**src/hw/rtl/pfre_pkg.sv**
```systemverilog
`timescale 1ns / 1ps
`default_nettype none
// ---------------------------------------------------------------------------
// pfre_pkg: shared types and constants for the page frame raster engine
// Store geometry, command codes and the walker's request/response structs.
// ---------------------------------------------------------------------------
package pfre_pkg;

  // Frame store geometry (fixed)
  localparam int STORE_BYTES   = 1024;
  localparam int ADDR_W        = 10;
  localparam int ROWS_PER_PAGE = 8;
  localparam int BIT_W         = 3;

  // Coordinate widths: full-width ends reach 255 + 255 - 1
  localparam int CRD_W  = 9;
  localparam int PIX_W  = 8;
  localparam int PAGE_W = 5;
  // x + page * width spans up to 255 + 31 * 256
  localparam int FULL_W = 14;

  // Command codes (code 7 is unused)
  typedef enum logic [2:0] {
    MODE_PIXEL = 3'd0,
    MODE_HLINE = 3'd1,
    MODE_VLINE = 3'd2,
    MODE_RECT  = 3'd3,
    MODE_FILL  = 3'd4,
    MODE_CLEAR = 3'd5,
    MODE_READ  = 3'd6
  } mode_e;

  // One filled box to walk, inclusive bounds, not yet clipped
  typedef struct packed {
    logic             empty;
    logic [CRD_W-1:0] x_lo;
    logic [CRD_W-1:0] x_hi;
    logic [CRD_W-1:0] y_lo;
    logic [CRD_W-1:0] y_hi;
  } rect_t;

  // Current frame byte of the walk
  typedef struct packed {
    logic                  active;
    logic                  last;
    logic                  hit;
    logic [ADDR_W-1:0]     addr;
    logic [ROWS_PER_PAGE-1:0] mask;
  } walk_pos_t;

endpackage

`default_nettype wire

```
**src/hw/rtl/pfre_walker.sv**
```systemverilog
`timescale 1ns / 1ps
`default_nettype none
// ---------------------------------------------------------------------------
// pfre_walker: byte walker over a clipped box
// Clips a box to the screen and steps through its frame bytes column by
// column, page by page, giving the byte address and the row mask in it.
// ---------------------------------------------------------------------------
module pfre_walker import pfre_pkg::*; #(
  parameter int SCREEN_WIDTH  = 128,
  parameter int SCREEN_HEIGHT = 64
) (
  input  wire logic      clk_i,
  input  wire logic      rst_ni,
  input  wire logic      load_i,   // take a new box
  input  wire rect_t     rect_i,
  input  wire logic      step_i,   // current byte done
  output walk_pos_t      pos_o
);

  localparam logic [CRD_W-1:0]  X_LAST  = CRD_W'(SCREEN_WIDTH - 1);
  localparam logic [CRD_W-1:0]  Y_LAST  = CRD_W'(SCREEN_HEIGHT - 1);
  localparam logic [FULL_W-1:0] WIDTH_C = FULL_W'(SCREEN_WIDTH);
  localparam logic [FULL_W-1:0] STORE_C = FULL_W'(STORE_BYTES);

  logic              active_q;
  logic [PIX_W-1:0]  x_q, x_lo_q, x_hi_q;
  logic [PIX_W-1:0]  y_lo_q, y_hi_q;
  logic [PAGE_W-1:0] page_q, page_hi_q;

  logic [CRD_W-1:0]  x_hi_clip, y_hi_clip;
  logic              box_empty;
  logic [FULL_W-1:0] addr_full;
  logic              at_x_end, at_last;
  logic [PIX_W-1:0]  row;
  logic [ROWS_PER_PAGE-1:0] mask;

  // Clip the far corner to the screen; empty if the near corner is past it
  assign x_hi_clip = (rect_i.x_hi > X_LAST) ? X_LAST : rect_i.x_hi;
  assign y_hi_clip = (rect_i.y_hi > Y_LAST) ? Y_LAST : rect_i.y_hi;
  assign box_empty = rect_i.empty || (rect_i.x_lo > x_hi_clip) || (rect_i.y_lo > y_hi_clip);

  // Byte address of the current column and page
  assign addr_full = FULL_W'(x_q) + FULL_W'(page_q) * WIDTH_C;

  // Rows of this page that lie inside the box
  always_comb begin
    mask = '0;
    row  = '0;
    for (int b = 0; b < ROWS_PER_PAGE; b++) begin
      row     = {page_q, BIT_W'(b)};
      mask[b] = (row >= y_lo_q) && (row <= y_hi_q);
    end
  end

  assign at_x_end = (x_q == x_hi_q);
  assign at_last  = at_x_end && (page_q == page_hi_q);

  assign pos_o.active = active_q;
  assign pos_o.last   = at_last;
  assign pos_o.hit    = addr_full < STORE_C;
  assign pos_o.addr   = addr_full[ADDR_W-1:0];
  assign pos_o.mask   = mask;

  // Walk control
  always_ff @(posedge clk_i or negedge rst_ni) begin
    if (!rst_ni) begin
      active_q <= 1'b0;
    end else if (load_i) begin
      active_q <= !box_empty;
    end else if (step_i && at_last) begin
      active_q <= 1'b0;
    end
  end

  // Walk position and bounds
  always_ff @(posedge clk_i) begin
    if (load_i) begin
      x_q       <= rect_i.x_lo[PIX_W-1:0];
      x_lo_q    <= rect_i.x_lo[PIX_W-1:0];
      x_hi_q    <= x_hi_clip[PIX_W-1:0];
      y_lo_q    <= rect_i.y_lo[PIX_W-1:0];
      y_hi_q    <= y_hi_clip[PIX_W-1:0];
      page_q    <= rect_i.y_lo[PIX_W-1:BIT_W];
      page_hi_q <= y_hi_clip[PIX_W-1:BIT_W];
    end else if (step_i && !at_last) begin
      if (at_x_end) begin
        x_q    <= x_lo_q;
        page_q <= page_q + PAGE_W'(1);
      end else begin
        x_q <= x_q + PIX_W'(1);
      end
    end
  end

endmodule

`default_nettype wire
```
**config.mk**
```make
export PLATFORM = sky130hd
export DESIGN_NAME = pfre_walker
export DESIGN_NICKNAME = d
export VERILOG_FILES = /design/src/hw/rtl/pfre_pkg.sv /design/src/hw/rtl/pfre_walker.sv
export SDC_FILE = /design/constraint.sdc
export NUM_CORES = 1
export LEC_CHECK = 0
export ABC_CLOCK_PERIOD_IN_PS = 6000
export BUFFER_PORTS_ARGS = -buffer_cell sky130_fd_sc_hd__buf_2
export CAP_MARGIN = 15
export CORE_ASPECT_RATIO = 1.2
export CORE_MARGIN = 2
export CORE_UTILIZATION = 60
export CTS_BUF_LIST = sky130_fd_sc_hd__clkbuf_4 sky130_fd_sc_hd__clkbuf_8 sky130_fd_sc_hd__clkbuf_16
export DETAILED_ROUTE_END_ITERATION = 10
export PLACE_DENSITY = 0.95
export SLEW_MARGIN = 5
export SYNTH_ARGS = -nofsm -noshare
export SYNTH_HDL_FRONTEND = slang
export SYNTH_SLANG_ARGS = --single-unit
```
**constraint.sdc**
```tcl
create_clock -name clk_i -period 6 [get_ports clk_i]
set_clock_uncertainty 0.15 [all_clocks]
set_input_delay 0.6 -clock clk_i [delete_from_list [all_inputs] [get_ports clk_i]]
set_output_delay 0.6 -clock clk_i [all_outputs]
set_load 0.01 [all_outputs]
```
==> flow_summary.toml, run 1 <==
[outcome]
status = "finished, final reports clean"

[setup_path]
worstPathRequired_ps = 5250
crit_arrival_ps = 2530
path_max_fanout = 7
criticalPathCategory = "reg -> out"
startpoint_type = "flop"
end_kind = "output pin"

[yosys]
synth_seq_area_share = 0.446
ys.flop_type = "edfxtp_1"
syn_area_per_cell_sq_um = 10.4
synth_top_area_frac = 0.437
synth_cell_types = 45
yosysTopAreaCell = "edfxtp_1"
ys_ff_latch = 46
syn_inst = 298
yosys_warnings = 0
ys_top_cells_by_area = "edfxtp_1 (44%), ha_1 (14%), inv_1 (3.5%), xor2_1 (3.1%), mux2i_1 (2.9%)"
synth_edf_count = 45
async_flop_share = 0.0217
syn-cell-area_sq_mm = 0.00309

[timing]
setup_violations = 0
drv_slew = 0
rsz0062_at_grt = "no"
maxSlewHeadroom = 0.573
fin_crit_ps = 3280
final.setup.tns_ps = 0
tightest_slew_ps = 640
hold_violations = 0
period_share = 0.547
max_freq_mhz = 304

[die]
die_w_um = 69.5
rows = 28
initial_core_util = 0.625
die-area_sq_mm = 0.00574
die_h_um = 82.6
core_area_sq_mm = 0.00494
boundaryPins = 62

[global_routing]
grt_use_total = 0.246
grt_pass1_wl_mm = 10.9
antenna_found_initial = 0
grt_max_degree = 62
first_global_vias = 2427
grt_overflow = 0

[hold_path]
hold_class = "in -> reg"

[finish]
nets = 434
layout_common_cells = "buf_2 (61), edfxtp_1 (45), ha_1 (34)"
final_common_cell = "buf_2"
drive_gt1_frac = 0.219
fillCellCount = 354
final_area_sq_mm = 0.00350
stdcell_count = 420
antenna_cells = 0
fin_util = 0.709
syn_to_final_growth_pct = 13.3

[placement]
port_buffers = 61
dpl-instance-area_sq_mm = 0.00341
dpl.hpwl_mm = 5.25
place.gp.congestion = 0.866
dp_cells = 411

[clock_network]
clk-insertion-delay-late_ps = 300
clock-sinks = 46
hold_buffers = 1
clk_pin_slew_ps = 80
cts_resized = 0
htree_num_levels = 2
clk_path_buf_depth = 2
cts_setup_buffers = 0
clockRootBuffer = "clkbuf_8"
cts_tree = "done"
numCtsBuffers = 5

[detailed_routing]
route.vias.total = 2444
drt_iter0_drc = 143
routedWlPerCell_um = 15.7
drcViolationCount = 0
dr.pass1.iters = 5
via_per_inst = 5.82
wl_mm = 6.61
ant_nets = 0

[power]
p_per_area_mw_per_mm2 = 225
vdd_drop_max_mv = 0.172
p_leak_nw = 1.64

[job]
maxCapViolCount = 0
final cells by class:
type / instances / area, sq um / area share
Sequential cell: 46 / 1380 / 0.393
Multi-Input combinational cell: 214 / 1530 / 0.438
Tap cell: 60 / 75.1 / 0.0214
Inverter: 29 / 109 / 0.0311
Timing Repair Buffer: 63 / 323 / 0.0922
Clock buffer: 6 / 76.3 / 0.0218
Clock inverter: 2 / 8.76 / 0.00250
state kept, by name, summed over array words and instances, names as in the netlist:
signal    cells
x_lo_q        8
page_q        5
x_q           8
active_q      1
x_hi_q        8
y_lo_q        8
y_hi_q        8
report_power, final:
| group | internal (W) | switching [W] |
|---|---|---|
| combinational | 0.0000834 | 0.000107 |
| sequential | 0.000385 | 0.0000261 |
| clock | 0.0000846 | 0.0000993 |
| total | 0.000554 | 0.000232 |
routing by layer:
| layer | vias up | GRT usage | wire length, um |
|---|---|---|---|
| met1 | 1132 | 0.262 | 2460 |
| li1 | 1190 | - | - |
| met3 | 22 | 0.0485 | 383 |
| met4 | 0 | 0.127 | 218 |
| met2 | 100 | 0.468 | 3550 |
| met5 | - | 0 | 0 |
synthesized netlist by cell type, types with 5 or more instances:
| master | count |
|---|---|
| a21o_1 | 6 |
| a21oi_1 | 13 |
| buf_4 | 10 |
| clkbuf_1 | 5 |
| edfxtp_1 | 45 |
| ha_1 | 34 |
| inv_1 | 29 |
| mux2i_1 | 9 |
| nand2_1 | 15 |
| nand3_1 | 12 |
| nand4_1 | 10 |
| nor2_1 | 23 |
| nor3_1 | 6 |
| o21ai_0 | 11 |
| o21ai_1 | 8 |
| xnor2_1 | 7 |
| xor2_1 | 11 |
through the flow:
stage	power, W	setup slack (ps)	hold slack [ps]
2_1_floorplan	0.000543	3240	154
5_1_grt	0.000823	2620	336
4_1_cts	0.000786	2750	334
6_report	0.000786	2720	337
3_3_place_gp	0.000594	3190	228
3_5_place_dp	0.000607	3110	227
final timing paths:
kind	start	endpoint	slack (ps)	cells past startpoint
setup / recovery	page_q[2]	pos_o[1]	2720	7
hold / removal	rect_i[9]	y_lo_q[0]	340	1
setup reg to reg	x_q[0]	x_q[5]	3560	5
hold reg to reg	active_q	active_q	410	2
max in group asynchronous	rst_ni	active_q	5170	2
min in group asynchronous	rst_ni	active_q	450	2
logic make-up after synthesis:
logic type	Yosys count	share of synthesized area
AOI/OAI and AO/OA	53	0.107
xor gates and xnor gates	18	0.0510
adders and majority gates	34	0.138
buffers and inverters	44	0.0656
DFF	46	0.446
muxes	10	0.0328
other	2	0.00243
and+or+nand+nor	91	0.158
worst max-delay path: stages (launching register included):
cell	delay, ps
edfxtp_1	520
ha_1	390
a21o_1	200
a21o_1	200
a221oi_2	370
mux2i_1	130
a211oi_1	250
buf_2	170
Note: power is estimated with default switching activity, not from simulation.
==> inputs of run 2 (changes only) <==
--- a/config.mk
+++ b/config.mk
@@ -5,15 +5,15 @@
 export SDC_FILE = /design/constraint.sdc
 export NUM_CORES = 1
 export LEC_CHECK = 0
-export ABC_CLOCK_PERIOD_IN_PS = 6000
+export ABC_CLOCK_PERIOD_IN_PS = 2850
 export BUFFER_PORTS_ARGS = -buffer_cell sky130_fd_sc_hd__buf_2
 export CAP_MARGIN = 15
 export CORE_ASPECT_RATIO = 1.2
 export CORE_MARGIN = 2
-export CORE_UTILIZATION = 60
+export CORE_UTILIZATION = 50
 export CTS_BUF_LIST = sky130_fd_sc_hd__clkbuf_4 sky130_fd_sc_hd__clkbuf_8 sky130_fd_sc_hd__clkbuf_16
 export DETAILED_ROUTE_END_ITERATION = 10
-export PLACE_DENSITY = 0.95
+export PLACE_DENSITY = 0.87
 export SLEW_MARGIN = 5
 export SYNTH_ARGS = -nofsm -noshare
 export SYNTH_HDL_FRONTEND = slang
==> constraint.sdc (replaced) <==
create_clock -name clk_i -period 2.85 [get_ports clk_i]
set_clock_uncertainty 0.15 [all_clocks]
set_input_delay 0.285 -clock clk_i [delete_from_list [all_inputs] [get_ports clk_i]]
set_output_delay 0.285 -clock clk_i [all_outputs]
set_load 0.01 [all_outputs]
==> run 2 against run 1 <==
Net effect: routed wire length decreased by 6.4%; count of clock-buffer cells in the layout unchanged; clock power increased by 120%; utilization decreased by 11 points; flip-flop and latch count unchanged; final area increased by 2.6%; first-iteration DRC count decreased by 5.6%; die area increased by 19%; non-clock buffer count increased by 4; cell count increased by 6.2%; critical path type unchanged; largest power group unchanged.
==> flow_summary.toml, run 2 (same netlist as run 1, synthesis figures left out) <==
[setup_path]
path_max_fanout = 5
r2r_start = "x_q[7]"
r2r_cells = 5
worstPathRequired_ps = 2410
crit_arrival_ps = 2360
worst-r2r-setup-slack_ps = 610
regToRegEndpoint = "x_q[1]"
end_kind = "output pin"
startpoint_type = "flop"
criticalPathCategory = "reg -> out"

[global_routing]
grt_use_total = 0.195
use_met1 = 0.251
first_global_vias = 2242
gr-usage-met3 = 0.0415
grt_max_degree = 28
grt_pass1_wl_mm = 10.1
grtUsageMet2 = 0.313
top_usage_layer = "met2"
grt_overflow = 0
antenna_found_initial = 0

[die]
core_area_sq_mm = 0.00601
die_w_um = 75.8
rows = 31
die_h_um = 90.1
boundaryPins = 62
initial_core_util = 0.514
die-area_sq_mm = 0.00683

[timing]
tightest_slew_ps = 585
rsz0062_at_grt = "yes"
finalWorstSetupSlack_ps = 58.5
maxSlewHeadroom = 0.607
drv_slew = 0
period_share = 0.979
hold_violations = 0
whs_ps = 18.5
max_freq_mhz = 358
fin_crit_ps = 2790
setup_violations = 0

[finish]
final_common_cell = "buf_2"
nets = 438
layout_common_cells = "buf_2 (61), edfxtp_1 (45), ha_1 (33)"
final_area_sq_mm = 0.00359
syn_to_final_growth_pct = 16.3
drive_gt1_frac = 0.239
antenna_cells = 0
fin_util = 0.598

[placement]
dpl.hpwl_mm = 5.01
dp_slack_ps = 339
port_buffers = 61
dpl-instance-area_sq_mm = 0.00346
place.gp.congestion = 0.886

[clock_network]
cts_setup_buffers = 0
numCtsBuffers = 5
clk_pin_slew_ps = 90
clk_path_buf_depth = 2
clk-insertion-delay-late_ps = 300
cts_tree = "done"
clock-sinks = 46
clockRootBuffer = "clkbuf_8"
htree_num_levels = 2

[detailed_routing]
drcViolationCount = 0
drt_iter0_drc = 135
route.vias.total = 2322
routedWlPerCell_um = 13.9
via_per_inst = 5.21
ant_nets = 0
dr.pass1.iters = 4
wl_mm = 6.19

[hold_path]
min_to = "x_lo_q[0]"
min-delay-start = "rect_i[27]"
hold_path_depth = 1
hold_class = "in -> reg"

[outcome]
status = "finished, final reports clean"

[job]
maxCapViolCount = 0

[power]
p_per_area_mw_per_mm2 = 465
p_leak_nw = 1.67
power_w = 0.00167
vdd_drop_max_mv = 0.433
run 2: changes by cell type in the layout (fill, tap and decap cells not counted):
cell      change
clkinv_4      +1
a221oi_4      +1
clkinv_1      -1
ha_1          -1
nor2_2        +1
and4_1        -1
and4_4        +1
nor2_1        -1
ha_4          +1
buf_4         +4
a221oi_2      -1
run 2: area by class of cell:
type | instances | area, sq um
multi-input combinational | 214 | 1560
fill | 490 | 2420
timing repair buffer | 67 | 353
tap | 82 | 103
clock inverter | 2 | 13.8
inverter | 29 | 109
clock buffer | 6 | 76.3
sequential | 46 | 1380
run 2: how the worst max path moves through the flow:
stage	start	endpoint	slack [ps]	cells after the start
4_1_cts	page_q[1]	pos_o[2]	-10	6
3_5_place_dp	page_q[1]	pos_o[2]	340	6
3_3_place_gp	page_q[1]	pos_o[2]	420	6
6_report	page_q[2]	pos_o[2]	60	7
5_1_grt	page_q[2]	pos_o[2]	-30	7
2_1_floorplan	page_q[2]	pos_o[2]	410	6
run 2: power by group:
part           total, W  switching (W)  internal, W  leakage, nW
Clock          0.000396       0.000214     0.000183       0.0486
Combinational  0.000412       0.000225     0.000186         1.15
Sequential     0.000864      0.0000526     0.000811        0.462
Total           0.00167       0.000492      0.00118         1.67
run 2: stage by stage:
| step | cells | setup TNS, ps |
|---|---|---|
| final | 446 | 0 |
| after detailed placement | 437 | 0 |
| after global routing | 446 | -31.6 |
| after CTS | 446 | -12.5 |
| after global placement | 437 | 0 |
| after floorplan | 304 | 0 |
run 2: worst max-delay path, cell delays in order, from the launching register on:
cell and delay, ps:
edfxtp_1 450, ha_1 360, a21o_1 190, a21o_1 210, a221oi_4 310, nor2_1 90, nor4_1 250, buf_2 180
run 2: layer usage:
metal | vias up | part of all wire
met3 | 10 | 0.045
met5 | - | 0
met1 | 1052 | 0.42
met4 | 0 | 0.022
met2 | 63 | 0.52
li1 | 1197 | -
run 2: timing repair:
action / in CTS / in global routing
hold endpoints to repair: 1 / 0
setup endpoints to repair: 1 / 7
hold buffers: 1 / 0
resized for setup: 0 / 5
==> inputs of run 3 (changes only) <==
--- a/config.mk
+++ b/config.mk
@@ -9,7 +9,6 @@
 export BUFFER_PORTS_ARGS = -buffer_cell sky130_fd_sc_hd__buf_2
 export CAP_MARGIN = 15
 export CORE_ASPECT_RATIO = 1.2
-export CORE_MARGIN = 2
 export CORE_UTILIZATION = 50
 export CTS_BUF_LIST = sky130_fd_sc_hd__clkbuf_4 sky130_fd_sc_hd__clkbuf_8 sky130_fd_sc_hd__clkbuf_16
 export DETAILED_ROUTE_END_ITERATION = 10
==> run 3 against run 2 <==
Net effect: die area decreased by 4.8%; setup slack improved by 76 ps; combinational power increased by 1%; first-iteration DRC count decreased by 19%; total power increased by 0.32%; clock power about the same; register-to-register slack improved by 60 ps; critical path depth unchanged; fmax increased by 2.8%; non-clock buffer count increased by 1; final area about the same; count of clock-buffer cells in the layout unchanged.
==> flow_summary.toml, run 3 (same netlist as run 1, synthesis figures left out) <==
[setup_path]
criticalPathCategory = "reg -> out"
crit_arrival_ps = 2280
r2r_start = "page_q[4]"
r2r_cells = 5
worst-r2r-setup-slack_ps = 670
path_max_fanout = 5
worstPathRequired_ps = 2410
regToRegEndpoint = "x_q[1]"
end_kind = "output pin"
startpoint_type = "flop"

[finish]
drive_gt1_frac = 0.241
layout_common_cells = "buf_2 (61), edfxtp_1 (45), ha_1 (33)"
stdcell_count = 447
nets = 439
antenna_cells = 0
syn_to_final_growth_pct = 16.2
final_common_cell = "buf_2"

[detailed_routing]
route.vias.total = 2433
drt_iter0_drc = 109
ant_nets = 0
drcViolationCount = 0
via_per_inst = 5.44
dr.pass1.iters = 4
routedWlPerCell_um = 14.3
wl_mm = 6.39

[die]
boundaryPins = 62
die-area_sq_mm = 0.00650
initial_core_util = 0.514
die_w_um = 73.8
core_area_sq_mm = 0.00601
die_h_um = 88.1
rows = 31

[placement]
dpl.hpwl_mm = 5.10
place.gp.congestion = 0.830
port_buffers = 61
dp_cells = 437
dp_slack_ps = 382

[global_routing]
grt_use_total = 0.205
grt_pass1_wl_mm = 10.1
first_global_vias = 2271
antenna_found_initial = 0
grt_overflow = 0
grt_max_degree = 37

[timing]
period_share = 0.953
max_freq_mhz = 368
rsz0062_at_grt = "yes"
final.setup.tns_ps = 0
finalWorstSetupSlack_ps = 134
drv_slew = 0
setup_violations = 0
fin_crit_ps = 2720
hold_violations = 0

[hold_path]
min-delay-start = "rect_i[27]"
min_to = "x_lo_q[0]"
hold_path_depth = 1
hold_class = "in -> reg"

[power]
power_w = 0.00168
p_leak_nw = 1.67
vdd_drop_max_mv = 0.422
p_per_area_mw_per_mm2 = 467

[clock_network]
cts_tree = "done"
clk-insertion-delay-late_ps = 300
clock-sinks = 46
clk_pin_slew_ps = 80
numCtsBuffers = 5
clk_path_buf_depth = 2
clockRootBuffer = "clkbuf_8"
htree_num_levels = 2

[outcome]
status = "finished, final reports clean"

[job]
maxCapViolCount = 0
==> run 3: repair_timing <==
action,4_1_cts,5_1_grt
setup endpoints to repair,0,7
gates resized for setup,0,5
hold buffers,1,0
hold endpoints to repair,1,0
buffers inserted,0,1
==> run 3: stage by stage <==
| stage | cell area [sq um] | hold WS, ps | util |
|---|---|---|---|
| final | 3590 | 21.4 | 0.597 |
| after global placement | 3460 | -88.9 | 0.576 |
| after floorplan | 3110 | -161 | - |
| after CTS | 3560 | 19.7 | 0.593 |
| after detailed placement | 3460 | -89.9 | 0.576 |
| after global routing | 3590 | 19.4 | 0.597 |
==> run 3: critical path: stages (launching register included) <==
cell	delay (ps)
edfxtp_1	430
ha_1	360
a21o_1	190
a21o_1	210
a221oi_4	300
mux2i_1	120
a211oi_1	220
buf_2	160
==> run 3: per-layer routing <==
metal	vias up	GRT usage	routed length, um	share of wire
met5	-	0	0	0
met4	0	0.0769	104	0.016
met3	6	0.0219	227	0.036
met2	65	0.361	3290	0.51
met1	1164	0.258	2770	0.43
li1	1198	-	-	-
==> run 3: where the power goes <==
group	internal, W	leakage [nW]	switching (W)
clock network	0.000183	0.0486	0.000215
registers	0.000811	0.462	0.0000516
logic	0.000187	1.16	0.000230
total	0.00118	1.67	0.000497
==> run 3: how the worst max path moves through the flow <==
stage	start	to	slack [ps]
finish	page_q[2]	pos_o[1]	130
global route	page_q[2]	pos_o[1]	-60
CTS	page_q[4]	pos_o[1]	50
detailed placement	page_q[4]	pos_o[1]	380
global placement	page_q[1]	pos_o[1]	400
floorplan	page_q[2]	pos_o[2]	410
==> run 3: area by class of cell <==
| type | count | area (sq um) |
|---|---|---|
| sequential | 46 | 1380 |
| timing repair buffer | 68 | 360 |
| fill | 481 | 2420 |
| clock buffer | 6 | 76.3 |
| tap | 82 | 103 |
| multi-input combinational | 214 | 1550 |
| clock inverter | 2 | 13.8 |
| inverter | 29 | 109 |
